### config.mk
export PLATFORM = sky130hd
export DESIGN_NAME = stick_command_conditioner
export DESIGN_NICKNAME = d
export VERILOG_FILES = /design/src/rtl/scc_pkg.sv /design/src/rtl/scc_mode.sv /design/src/rtl/scc_stick_map.sv /design/src/rtl/stick_command_conditioner.sv
export SDC_FILE = /design/constraint.sdc
export NUM_CORES = 2
export LEC_CHECK = 0
export ABC_AREA = 1
export BUFFER_PORTS_ARGS = -buffer_cell sky130_fd_sc_hd__buf_2
export CAP_MARGIN = 5
export CORE_ASPECT_RATIO = 1.2
export CORE_MARGIN = 2
export CORE_UTILIZATION = 63
export CTS_BUF_LIST = sky130_fd_sc_hd__clkbuf_16
export CTS_CLUSTER_DIAMETER = 30
export DETAILED_ROUTE_END_ITERATION = 8
export PLACE_DENSITY = 0.81
export SLEW_MARGIN = 0
export SYNTH_ARGS = -nofsm -noshare
export SYNTH_HDL_FRONTEND = slang
export SYNTH_SLANG_ARGS = --single-unit
### constraint.sdc
create_clock -name i_clk -period 10.8 [get_ports i_clk]
set_input_delay 1.08 -clock i_clk [delete_from_list [all_inputs] [get_ports i_clk]]
set_output_delay 1.08 -clock i_clk [all_outputs]
set_load 0.01 [all_outputs]
### src/rtl/scc_pkg.sv
// Shared types, constants and scaling helper for the stick command conditioner.
`default_nettype none
package scc_pkg;

    localparam int RawW  = 12;
    localparam int CmdW  = 10;
    localparam int TimeW = 32;

    localparam logic [RawW-1:0]  CenterReset  = 12'd2048;
    localparam logic [RawW-1:0]  Deadband     = 12'd40;
    localparam logic [RawW-1:0]  AxisSpan     = 12'd1800;
    localparam logic [RawW-1:0]  ThrSpan      = 12'd3600;
    localparam logic [RawW:0]    ThrCut       = 13'd120;
    localparam logic [RawW:0]    GestureRaw   = 13'd900;
    localparam logic [TimeW-1:0] ToggleLockMs = 32'd250;
    localparam logic [TimeW-1:0] GraceMs      = 32'd300;
    localparam logic [TimeW-1:0] HoldMs       = 32'd3000;
    localparam logic [TimeW-1:0] SendMs       = 32'd20;

    // 5/18 as a fixed-point reciprocal with 16 fraction bits, exact for inputs up to 3600
    localparam logic [14:0] Recip5Over18 = 15'd18205;

    // configuration register indexes
    localparam logic [1:0] RegThrCenter   = 2'd0;
    localparam logic [1:0] RegYawCenter   = 2'd1;
    localparam logic [1:0] RegPitchCenter = 2'd2;
    localparam logic [1:0] RegRollCenter  = 2'd3;

    localparam int InDataW  = 88;
    localparam int OutDataW = 48;

    typedef struct packed {
        logic armed;
        logic grace;
        logic cal;
        logic send;
    } t_mode_status;

    typedef struct packed {
        logic [RawW-1:0] thr;
        logic [RawW-1:0] yaw;
        logic [RawW-1:0] pitch;
        logic [RawW-1:0] roll;
    } t_sticks;

    // floor(m * 5 / 18); 3600 maps to 1000, so the top bits stay clear
    function automatic logic [CmdW-1:0] scale_5_18(input logic [RawW-1:0] m);
        logic [RawW+13:0] p;
        p = m * Recip5Over18;
        return p[RawW+13:16];
    endfunction

endpackage
`default_nettype wire

### src/rtl/scc_mode.sv
// Arming, grace window, calibration gesture hold and send timer state.
`default_nettype none
module scc_mode (
    input  wire                          i_clk,
    input  wire                          i_rst_n,
    input  wire                          i_adv,
    input  wire [scc_pkg::TimeW-1:0]     i_now,
    input  wire                          i_left,
    input  wire                          i_right,
    input  scc_pkg::t_sticks             i_raw,
    input  scc_pkg::t_sticks             i_center,
    output scc_pkg::t_mode_status        o_status
);

    logic                        r_prev_left, r_prev_right, r_armed, r_hold_fired;
    logic [scc_pkg::TimeW-1:0]   r_toggle_time, r_grace_end, r_hold_start, r_send_time;

    logic                        n_armed, n_hold_fired;
    logic [scc_pkg::TimeW-1:0]   n_toggle_time, n_grace_end, n_hold_start, n_send_time;

    logic                        press, toggle, gesture, send;
    logic [scc_pkg::TimeW-1:0]   hs_eff;
    logic                        hf_eff;

    always_comb begin
        press  = (r_prev_left && !i_left) || (r_prev_right && !i_right);
        toggle = press && ((i_now - r_toggle_time) > scc_pkg::ToggleLockMs);

        n_armed       = r_armed ^ toggle;
        n_toggle_time = toggle ? i_now : r_toggle_time;
        n_grace_end   = r_grace_end;
        if (toggle) begin
            n_grace_end = n_armed ? i_now + scc_pkg::GraceMs : '0;
        end

        gesture = !n_armed
            && ({1'b0, i_raw.thr} + scc_pkg::GestureRaw < {1'b0, i_center.thr})
            && ({1'b0, i_raw.yaw} > {1'b0, i_center.yaw} + scc_pkg::GestureRaw)
            && ({1'b0, i_raw.pitch} + scc_pkg::GestureRaw < {1'b0, i_center.pitch})
            && ({1'b0, i_raw.roll} + scc_pkg::GestureRaw < {1'b0, i_center.roll});

        // a zero start stamp means no hold in progress
        hs_eff = (r_hold_start == '0) ? i_now : r_hold_start;
        hf_eff = (r_hold_start == '0) ? 1'b0 : r_hold_fired;
        if (gesture) begin
            n_hold_start = hs_eff;
            n_hold_fired = hf_eff || ((i_now - hs_eff) >= scc_pkg::HoldMs);
        end else begin
            n_hold_start = '0;
            n_hold_fired = 1'b0;
        end

        send        = (i_now - r_send_time) >= scc_pkg::SendMs;
        n_send_time = send ? i_now : r_send_time;

        o_status.armed = n_armed;
        o_status.grace = (n_grace_end != '0) && (i_now < n_grace_end);
        o_status.cal   = gesture && n_hold_fired;
        o_status.send  = send;
    end

    always_ff @(posedge i_clk) begin
        if (!i_rst_n) begin
            r_prev_left   <= 1'b1;
            r_prev_right  <= 1'b1;
            r_armed       <= 1'b0;
            r_hold_fired  <= 1'b0;
            r_toggle_time <= '0;
            r_grace_end   <= '0;
            r_hold_start  <= '0;
            r_send_time   <= '0;
        end else if (i_adv) begin
            r_prev_left   <= i_left;
            r_prev_right  <= i_right;
            r_armed       <= n_armed;
            r_hold_fired  <= n_hold_fired;
            r_toggle_time <= n_toggle_time;
            r_grace_end   <= n_grace_end;
            r_hold_start  <= n_hold_start;
            r_send_time   <= n_send_time;
        end
    end

endmodule
`default_nettype wire

### src/rtl/scc_stick_map.sv
// Deadband (yaw, pitch, roll), clamp and scaling of four stick readings to commands.
`default_nettype none
module scc_stick_map (
    input  scc_pkg::t_sticks                    i_raw,
    input  scc_pkg::t_sticks                    i_center,
    input  scc_pkg::t_mode_status               i_status,
    output logic [scc_pkg::CmdW-1:0]            o_thr_cmd,
    output logic signed [scc_pkg::CmdW-1:0]     o_yaw_cmd,
    output logic signed [scc_pkg::CmdW-1:0]     o_pitch_cmd,
    output logic signed [scc_pkg::CmdW-1:0]     o_roll_cmd
);

    function automatic logic [scc_pkg::CmdW-1:0] map_axis(
        input logic [scc_pkg::RawW-1:0] raw,
        input logic [scc_pkg::RawW-1:0] c,
        input logic                     invert
    );
        logic signed [scc_pkg::RawW:0] v;
        logic [scc_pkg::RawW:0]        mag;
        logic [scc_pkg::RawW-1:0]      m;
        logic [scc_pkg::CmdW-1:0]      q;
        logic                          neg;
        v   = $signed({1'b0, raw}) - $signed({1'b0, c});
        mag = v[scc_pkg::RawW] ? -v : v;
        m   = mag[scc_pkg::RawW-1:0];
        if (m < scc_pkg::Deadband) begin
            m = '0;
        end else if (m > scc_pkg::AxisSpan) begin
            m = scc_pkg::AxisSpan;
        end
        q   = scc_pkg::scale_5_18(m);
        neg = v[scc_pkg::RawW] ^ invert;
        return neg ? -q : q;
    endfunction

    logic signed [scc_pkg::RawW:0] thr_v, thr_w;
    logic [scc_pkg::RawW-1:0]      thr_span;
    logic                          thr_cut;

    always_comb begin
        thr_v = $signed({1'b0, i_raw.thr}) - $signed({1'b0, i_center.thr});
        thr_w = thr_v + $signed({1'b0, scc_pkg::AxisSpan});
        if (thr_v < -$signed({1'b0, scc_pkg::AxisSpan})) begin
            thr_span = '0;
        end else if (thr_v > $signed({1'b0, scc_pkg::AxisSpan})) begin
            thr_span = scc_pkg::ThrSpan;
        end else begin
            thr_span = thr_w[scc_pkg::RawW-1:0];
        end
        thr_cut = ({1'b0, i_raw.thr} + scc_pkg::ThrCut) < {1'b0, i_center.thr};

        if (thr_cut || !i_status.armed || i_status.grace) begin
            o_thr_cmd = '0;
        end else begin
            o_thr_cmd = scc_pkg::scale_5_18(thr_span);
        end

        o_yaw_cmd   = map_axis(i_raw.yaw, i_center.yaw, 1'b0);
        o_pitch_cmd = map_axis(i_raw.pitch, i_center.pitch, 1'b1);
        o_roll_cmd  = map_axis(i_raw.roll, i_center.roll, 1'b0);
    end

endmodule
`default_nettype wire

### src/rtl/stick_command_conditioner.sv
// Top level: input register, mode state, stick mapping and result register.
//
// Stick command conditioner. One beat on the slave channel is one sample;
// it yields exactly one command beat on the master channel, in order.
// Slave tdata holds now_ms, left_button, right_button, then the throttle,
// yaw, pitch and roll samples. Master tdata holds armed_out, level_cal_cmd,
// throttle_cmd, yaw_cmd, pitch_cmd, roll_cmd and send_now.
// Centers are set through the write port (index 0..3: throttle, yaw, pitch,
// roll) and should only be changed while no beat is in flight.
// An accepted sample sits in the input register, is processed by the mode and
// mapping logic, and is loaded into the result register once that is empty or
// being taken, at which point m_axis_tvalid rises.
// Throughput: one sample per cycle while results are taken; the arm/hold/send
// state update is a combinational compare path from input to result register.
// If the master side stalls, the result register holds and the input
// register still fills, then s_axis_tready drops until the result is taken.
// Reset clears both valid flags, disarms, clears the hold and timers and
// returns every center to 2048.
`default_nettype none
module stick_command_conditioner (
    input  wire                            i_clk,
    input  wire                            i_rst_n,
    input  wire                            i_cfg_we,
    input  wire [1:0]                      i_cfg_idx,
    input  wire [scc_pkg::RawW-1:0]        i_cfg_data,
    input  wire                            s_axis_tvalid,
    output logic                           s_axis_tready,
    // [31:0] now_ms, [32] left_button, [33] right_button, [45:34] throttle_raw,
    // [57:46] yaw_raw, [69:58] pitch_raw, [81:70] roll_raw, [87:82] zero
    input  wire [scc_pkg::InDataW-1:0]     s_axis_tdata,
    output logic                           m_axis_tvalid,
    input  wire                            m_axis_tready,
    // [0] armed_out, [1] level_cal_cmd, [11:2] throttle_cmd, [21:12] yaw_cmd,
    // [31:22] pitch_cmd, [41:32] roll_cmd, [42] send_now, [47:43] zero
    output logic [scc_pkg::OutDataW-1:0]   m_axis_tdata
);

    scc_pkg::t_sticks          r_center;
    logic                      r_in_valid, r_out_valid;
    logic [81:0]               r_in_data;
    logic [42:0]               r_out_data;

    logic                      adv;
    scc_pkg::t_sticks          raw;
    scc_pkg::t_mode_status     status;
    logic [scc_pkg::CmdW-1:0]  thr_cmd, yaw_cmd, pitch_cmd, roll_cmd;

    assign adv           = r_in_valid && (!r_out_valid || m_axis_tready);
    assign s_axis_tready = !r_in_valid || adv;
    assign m_axis_tvalid = r_out_valid;
    assign m_axis_tdata  = {5'd0, r_out_data};

    assign raw.thr   = r_in_data[45:34];
    assign raw.yaw   = r_in_data[57:46];
    assign raw.pitch = r_in_data[69:58];
    assign raw.roll  = r_in_data[81:70];

    always_ff @(posedge i_clk) begin
        if (!i_rst_n) begin
            r_center.thr   <= scc_pkg::CenterReset;
            r_center.yaw   <= scc_pkg::CenterReset;
            r_center.pitch <= scc_pkg::CenterReset;
            r_center.roll  <= scc_pkg::CenterReset;
        end else if (i_cfg_we) begin
            case (i_cfg_idx)
                scc_pkg::RegThrCenter:   r_center.thr   <= i_cfg_data;
                scc_pkg::RegYawCenter:   r_center.yaw   <= i_cfg_data;
                scc_pkg::RegPitchCenter: r_center.pitch <= i_cfg_data;
                scc_pkg::RegRollCenter:  r_center.roll  <= i_cfg_data;
                default: ;
            endcase
        end
    end

    always_ff @(posedge i_clk) begin
        if (!i_rst_n) begin
            r_in_valid  <= 1'b0;
            r_out_valid <= 1'b0;
        end else begin
            if (s_axis_tready) begin
                r_in_valid <= s_axis_tvalid;
            end
            if (adv) begin
                r_out_valid <= 1'b1;
            end else if (m_axis_tready) begin
                r_out_valid <= 1'b0;
            end
        end
    end

    always_ff @(posedge i_clk) begin
        if (s_axis_tready && s_axis_tvalid) begin
            r_in_data <= s_axis_tdata[81:0];
        end
        if (adv) begin
            r_out_data <= {status.send, roll_cmd, pitch_cmd, yaw_cmd, thr_cmd,
                           status.cal, status.armed};
        end
    end

    scc_mode u_mode (
        .i_clk    (i_clk),
        .i_rst_n  (i_rst_n),
        .i_adv    (adv),
        .i_now    (r_in_data[31:0]),
        .i_left   (r_in_data[32]),
        .i_right  (r_in_data[33]),
        .i_raw    (raw),
        .i_center (r_center),
        .o_status (status)
    );

    scc_stick_map u_map (
        .i_raw       (raw),
        .i_center    (r_center),
        .i_status    (status),
        .o_thr_cmd   (thr_cmd),
        .o_yaw_cmd   (yaw_cmd),
        .o_pitch_cmd (pitch_cmd),
        .o_roll_cmd  (roll_cmd)
    );

endmodule
`default_nettype wire

==> Word-level counts from Yosys, hierarchy flattened <==
Cells that the tools add are included.
Widths: inputs -> output; s select.
{ "word_totals": {"ff_bits": 307, "in_bits": 107, "output_inout_bits": 50} }
{ "classes": {"addsub": 20, "multipliers": 4, "order_cmp": 17, "n_eq_ne": 3, "mux": 22, "bitwise_logic": 1, "reduce_logical": 32} }
{ "ops": {"columns": ["op", "n"], "rows": [
  ["$mux 12", 11],
  ["$mux 32", 4],
  ["$mul 12x15->26 const B", 4],
  ["$sub 32x32->32", 3],
  ["$add 12x10->13 const B", 4],
  ["$lt 13x12->1", 4],
  ["$sub 12x12->13", 4],
  ["$gt 12x11->1 const B", 3],
  ["$lt 12x6->1 const B", 3],
  ["$neg 12->12", 3],
  ["$add 32x9->32 const B", 1],
  ["$ge 32x12->1 const B", 1],
  ["$ge 32x5->1 const B", 1],
  ["$gt 32x8->1 const B", 1],
  ["$logic_not 32->1", 1],
  ["$lt 32x32->1", 1],
  ["$reduce_bool 32->1", 1],
  ["$mux 10", 3],
  ["$neg 10->10", 3],
  ["$add 12x7->13 const B", 1],
  ["$gt 12x13->1", 1],
  ["$gt 13x12->1 const B", 1],
  ["$lt 13x12->1 const B", 1],
  ["$add 12x12->12 const B", 1],
  ["10 further kinds", 38]
]} }

==> Logic depth before layout (Yosys ltp) <==
{ "logic_depth": {"depth_word": 12, "depth_mapped": 54, "depth_no_buf": 54} }

==> By module <==
A second synthesis with hierarchy kept.
{ "unflattened": {"cells_unflattened": 5513, "hier_area_um2": 38257.9} }
{ "modules_own_cells": {"columns": ["mod", "instances", "cells_per_inst", "area_each_um2", "seq_area_each_um2"], "rows": [
  ["scc_stick_map", 1, 2485, 17068.9, 0.0],
  ["scc_mode", 1, 2581, 15324.7, 2642.5],
  ["stick_command_conditioner", 1, 447, 5864.4, 4754.6]
]} }

==> Worst setup path after synthesis <==
No wires, ideal clock.
{ "synth_path": {"path_kind": "register to register", "start": "reg r_in_data[70]", "end": "reg r_out_data[39] (data pin)", "arrival_time_ns": 7.670, "required_time_ns": 10.546, "setup_slack_ns": 2.876, "path_stages_with_launch": 48, "path_buffers": 0, "synth_period_minus_slack_ns": 7.924, "path_cell_list": "edfxtp_1 -> inv_1 -> ha_1 -> fa_1 -> nor2_1 -> nor2_1 -> o21bai_1 -> nand2_1 -> nand2_1 -> a21oi_1 -> o21ai_1 -> a21oi_1 -> o21ai_1 -> xnor2_1 -> nand4_1 -> nand2_1 -> nand2_1 -> nand2_1 -> (+12 left out) -> ha_1 -> nand2_1 -> nor2_1 -> inv_1 -> nor3_1 -> a21oi_1 -> o21ai_0 -> nand3_1 -> nand2_1 -> nand2_1 -> nand2_1 -> inv_1 -> or2_2 -> nand2_1 -> nor2_1 -> a21oi_1 -> xor2_1 -> inv_1"} }
{ "synth_via": {"elab_chain_len": 9} }
{ "synth_lines": {"columns": ["element", "line_no", "source"], "rows": [
  ["start, declared", "stick_command_conditioner.sv:40", "logic [81:0] r_in_data;"],
  ["start signal, assigned", "stick_command_conditioner.sv:93", "r_in_data <= s_axis_tdata[81:0];"],
  ["$sub 12x12->13 (*)", "scc_stick_map.sv:23", "v = $signed({1'b0, raw}) - $signed({1'b0, c});"],
  ["$neg 12->12", "scc_stick_map.sv:24", "mag = v[scc_pkg::RawW] ? -v : v;"],
  ["$mux 12", "scc_stick_map.sv:24", null],
  ["$gt 12x11->1", "scc_stick_map.sv:28", "end else if (m > scc_pkg::AxisSpan) begin"],
  ["$mux 12", "scc_stick_map.sv:28", null],
  ["$mux 12", "scc_stick_map.sv:26", "if (m < scc_pkg::Deadband) begin"],
  ["$mul 12x15->26", "scc_pkg.sv:49", "p = m * Recip5Over18;"],
  ["$neg 10->10", "scc_stick_map.sv:33", "return neg ? -q : q;"],
  ["$mux 10 (*)", "scc_stick_map.sv:33", null],
  ["net roll_cmd, one bit", "stick_command_conditioner.sv:46", "logic [scc_pkg::CmdW-1:0] thr_cmd, yaw_cmd, pitch_cmd, roll_cmd;"],
  ["end signal, assigned", "stick_command_conditioner.sv:96", "r_out_data <= {status.send, roll_cmd, pitch_cmd, yaw_cmd, thr_cmd,"],
  ["end, declared", "stick_command_conditioner.sv:41", "logic [42:0] r_out_data;"]
]} }
The timed path passes the listed nets; every way through them passes the cells marked *.
A chain may end at the register's enable or synchronous reset.

==> Worst setup path after layout <==
{ "layout_path": {"start": "reg r_in_data[70]", "end": "reg r_out_data[41] (data pin)"} }
The elaborated chain is that of the path after synthesis.

==> summary.md <==
| Metric | Value |
|---|---|
| Share of synthesized registers carrying an async set or reset | `0` |
| CP Launch Type | `flip-flop` |
| Most used flip-flop cell after synthesis | `dfxtp_1` |
| Commonest cells after routing, fill and taps aside | `inv_1 (968), nand2_1 (892), ha_1 (552)` |
| Die Y | `262 um` |
| Initial antenna violation count | `2` |
| Die ar. | `approximately 0.058 mm2` |
| Launching point of the worst reg2reg path | `r_in_data[70]$_DFFE_PP_` |
| Kind of cell adding the most delay to the critical path | `adder cells` |
| Fin util | `0.710` |
| Final HPWL DP | `69500 um` |
| Num Clock Sinks | `between 300 and 400` |
| Starting density of the core | `0.638` |
| WHS Endpoint | `u_mode.r_send_time[10]$_SDFFE_PN0P_` |
| Vias in the first global route | `a little over 30k` |
| Synth-to-layout area growth | `11.3%` |
| Htree depth | `3` |
| Slew Limit Fails | `0` |
| Required time worst endpoint | `11.16 ns` |
| F_max | `~0.11 GHz` |
| Setup crit end kind | `flip-flop` |
| Worst path most repeated cell | `nand2_1` |
| Die width | `between 200 and 250 um` |
| Seq/Total Area, Yosys | `0.211` |
| TritonCTS clock tree | `done` |
| # Post-CTS Setup Buffers | `0` |
| Crit path kind | `flip-flop to flip-flop` |
| Worst min-delay path category | `flip-flop to flip-flop` |
| Final setup fails | `0` |
| Synth Register Bits | `slightly above 300` |
| Number of CTS-inserted buffers | `73` |
| GRT Overall Usage | `0.310` |
| Pre-Repair DR Iteration Count | `6` |
| Vias post-DR | `approximately 31k` |
| Max cap viols | `0` |
| Clk root buf | `clkbuf_16` |
| Yosys cell types | `55` |
| Nets@finish | `5744` |
| Clock-pin slew on the worst setup and hold paths | `0.05 ns` |
| Bufs on Longest Clock Path | `3` |
| Slowest CP cell | `nor2_1` |
| Yosys warns | `0` |
| Post-synthesis cell count | `about 4.7k` |
| Routed WL per cell | `15.7 um` |
| Layout Cells excl Fill | `approximately 5.7k` |
| WP buf/inv | `9` |
| Post-route DRC | `0` |
| RSZ-0062 raised after global routing | `no` |
| Hold WS | `between 0.4 and 0.5 ns` |
| Reg2reg path depth | `between 40 and 50` |
| Worst hold stages | `2` |
| Cell Rows | `94` |
| Total congestion overflow | `0` |
| EDFF count, synth | `between 100 and 150` |
| Most common cell after layout, fill and taps aside | `inv_1` |
| Crit path arrival time | `~9.6 ns` |
| Slowest stage delay, CP | `0.62 ns` |
| HP Start | `u_mode.r_send_time[10]$_SDFFE_PN0P_` |
| Setup TNS | `0 ns` |
| First-pass GRT wire length | `145000 um` |
| GPL Wtd Cong | `between 0.9 and 1` |
| CTS Hold Buffers Added | `0` |
| Crit share post-route | `0.856` |
| Max FO, Critical Path | `15` |
| Final hold vios | `0` |
| Mean post-synth cell area | `approximately 7.4 um2` |
| Post-Syn Area | `roughly 0.035 mm2` |
| Final critical-path required period | `between 9 and 10 ns` |
| Cell taking the most area after synthesis | `ha_1` |
| Status | `finished clean` |
| Placed cells | `5548` |
| Largest net degree at the start of global routing | `~110` |
| Tightest Pin Transition | `around 1.1 ns` |
| Iter 0 DRT Violations | `about 1.9k` |
| Worst relative slew slack | `0.240` |
| I/O Buffers | `around 150` |
| Clk_skew | `around 0.036 ns` |
| IO Count | `around 160` |
| Via-to-Cell Ratio | `approximately 5.5` |
| RR Endpoint | `r_out_data[41]$_DFFE_PP_` |
| Cts repair resizes | `0` |
| Main area contributors after synthesis | `ha_1 (20%), edfxtp_1 (11%), dfxtp_1 (10%)` |
| Drt total wl | `89200 um` |
| R2R Setup Slk | `~1.6 ns` |
| Total core area | `roughly 0.055 mm2` |
| Synth top area share | `0.197` |
| Layout cells sized above 1 | `0.0673` |
| ANT nets after route | `0` |
| Clk_lat worst skew | `about 0.63 ns` |
[how the worst max path moves through the flow]
stage	from	endpoint	slack [ns]	cells past startpoint
global placement	r_in_data[70]$_DFFE_PP_	r_out_data[41]$_DFFE_PP_	1.86	48
finish	r_in_data[70]$_DFFE_PP_	r_out_data[41]$_DFFE_PP_	1.56	46
CTS	r_in_data[70]$_DFFE_PP_	r_out_data[41]$_DFFE_PP_	1.55	46
floorplan	r_in_data[70]$_DFFE_PP_	r_out_data[39]$_DFFE_PP_	2.88	47
global route	r_in_data[70]$_DFFE_PP_	r_out_data[41]$_DFFE_PP_	0.68	46
detailed placement	r_in_data[70]$_DFFE_PP_	r_out_data[41]$_DFFE_PP_	1.64	48
[synth_stat cells (10+ instances only)]
master    instances
nand4_1          71
a211oi_1         10
edfxtp_1        125
nand3b_1         11
nor3_1           48
inv_1           960
xor2_1          166
a22oi_1          17
ha_1            552
xnor2_1          72
clkbuf_1         56
a21oi_1         434
nor2_1          387
a21o_1           17
buf_2            12
nand3_1         155
dfxtp_1         182
or2_2            20
nand2_1         894
o21ai_0         186
o211ai_1         18
nor4_1           20
fa_1            182
o21bai_1         18
a31oi_1          11
[worst register-to-register path, delay by kind of cell (launching register included)]
| kind | cells | cell delay, ns |
|---|---|---|
| AOI/OAI and AO/OA | 5 | 1.40 |
| xor gates and xnor gates | 3 | 0.59 |
| adders and majority gates | 8 | 3.02 |
| buffers and inverters | 9 | 0.89 |
| DFF | 1 | 0.33 |
| and+or+nand+nor | 21 | 2.80 |
[per-stage QoR]
stage / setup WS, ns / area (um2)
global placement: 1.86 / 36500
detailed placement: 1.64 / 36500
CTS: 1.55 / 39000
floorplan: 2.88 / 35100
global route: 0.684 / 39000
finish: 1.56 / 39000
[kinds of logic after synthesis]
kind of cell	Yosys count	share of synthesized area
compound gates	765	0.120
simple gates	1633	0.195
buf+inv	1047	0.114
fa+ha+maj	734	0.301
xor+xnor	238	0.0595
other cells	2	0.000214
flops	307	0.211
[flip-flops by register name, indices dropped and copies added, names as in the netlist]
signal	flops
u_mode.r_prev_right	1
r_in_valid	1
u_mode.r_prev_left	1
r_in_data	82
r_center	48
r_out_data	43
u_mode.r_toggle_time	32
u_mode.r_grace_end	32
u_mode.r_send_time	32
u_mode.r_hold_start	32
u_mode.r_armed	1
m_axis_tvalid	1
u_mode.r_hold_fired	1
[metal layers]
| layer | GRT usage | up-vias | routed length [um] |
|---|---|---|---|
| li1 | - | 15600 | - |
| met1 | 0.343 | 14500 | 34400 |
| met3 | 0.0420 | 275 | 4920 |
| met4 | 0.170 | 0 | 4850 |
| met5 | 0 | - | 0 |
| met2 | 0.564 | 901 | 45000 |
[area by class of cell]
cell class / count / area, um2
multi-input cells: 3393 / 23700
fillers: 4423 / 15900
flip-flops and latches: 307 / 7400
inverters: 964 / 3620
clock buffers: 74 / 1850
well taps: 720 / 901
repair buffers: 164 / 868
clock inverters: 62 / 602
diodes: 3 / 7.51
Power is not shown: default switching activity piles up to over one toggle a cycle in this logic, so the estimate is an artifact.
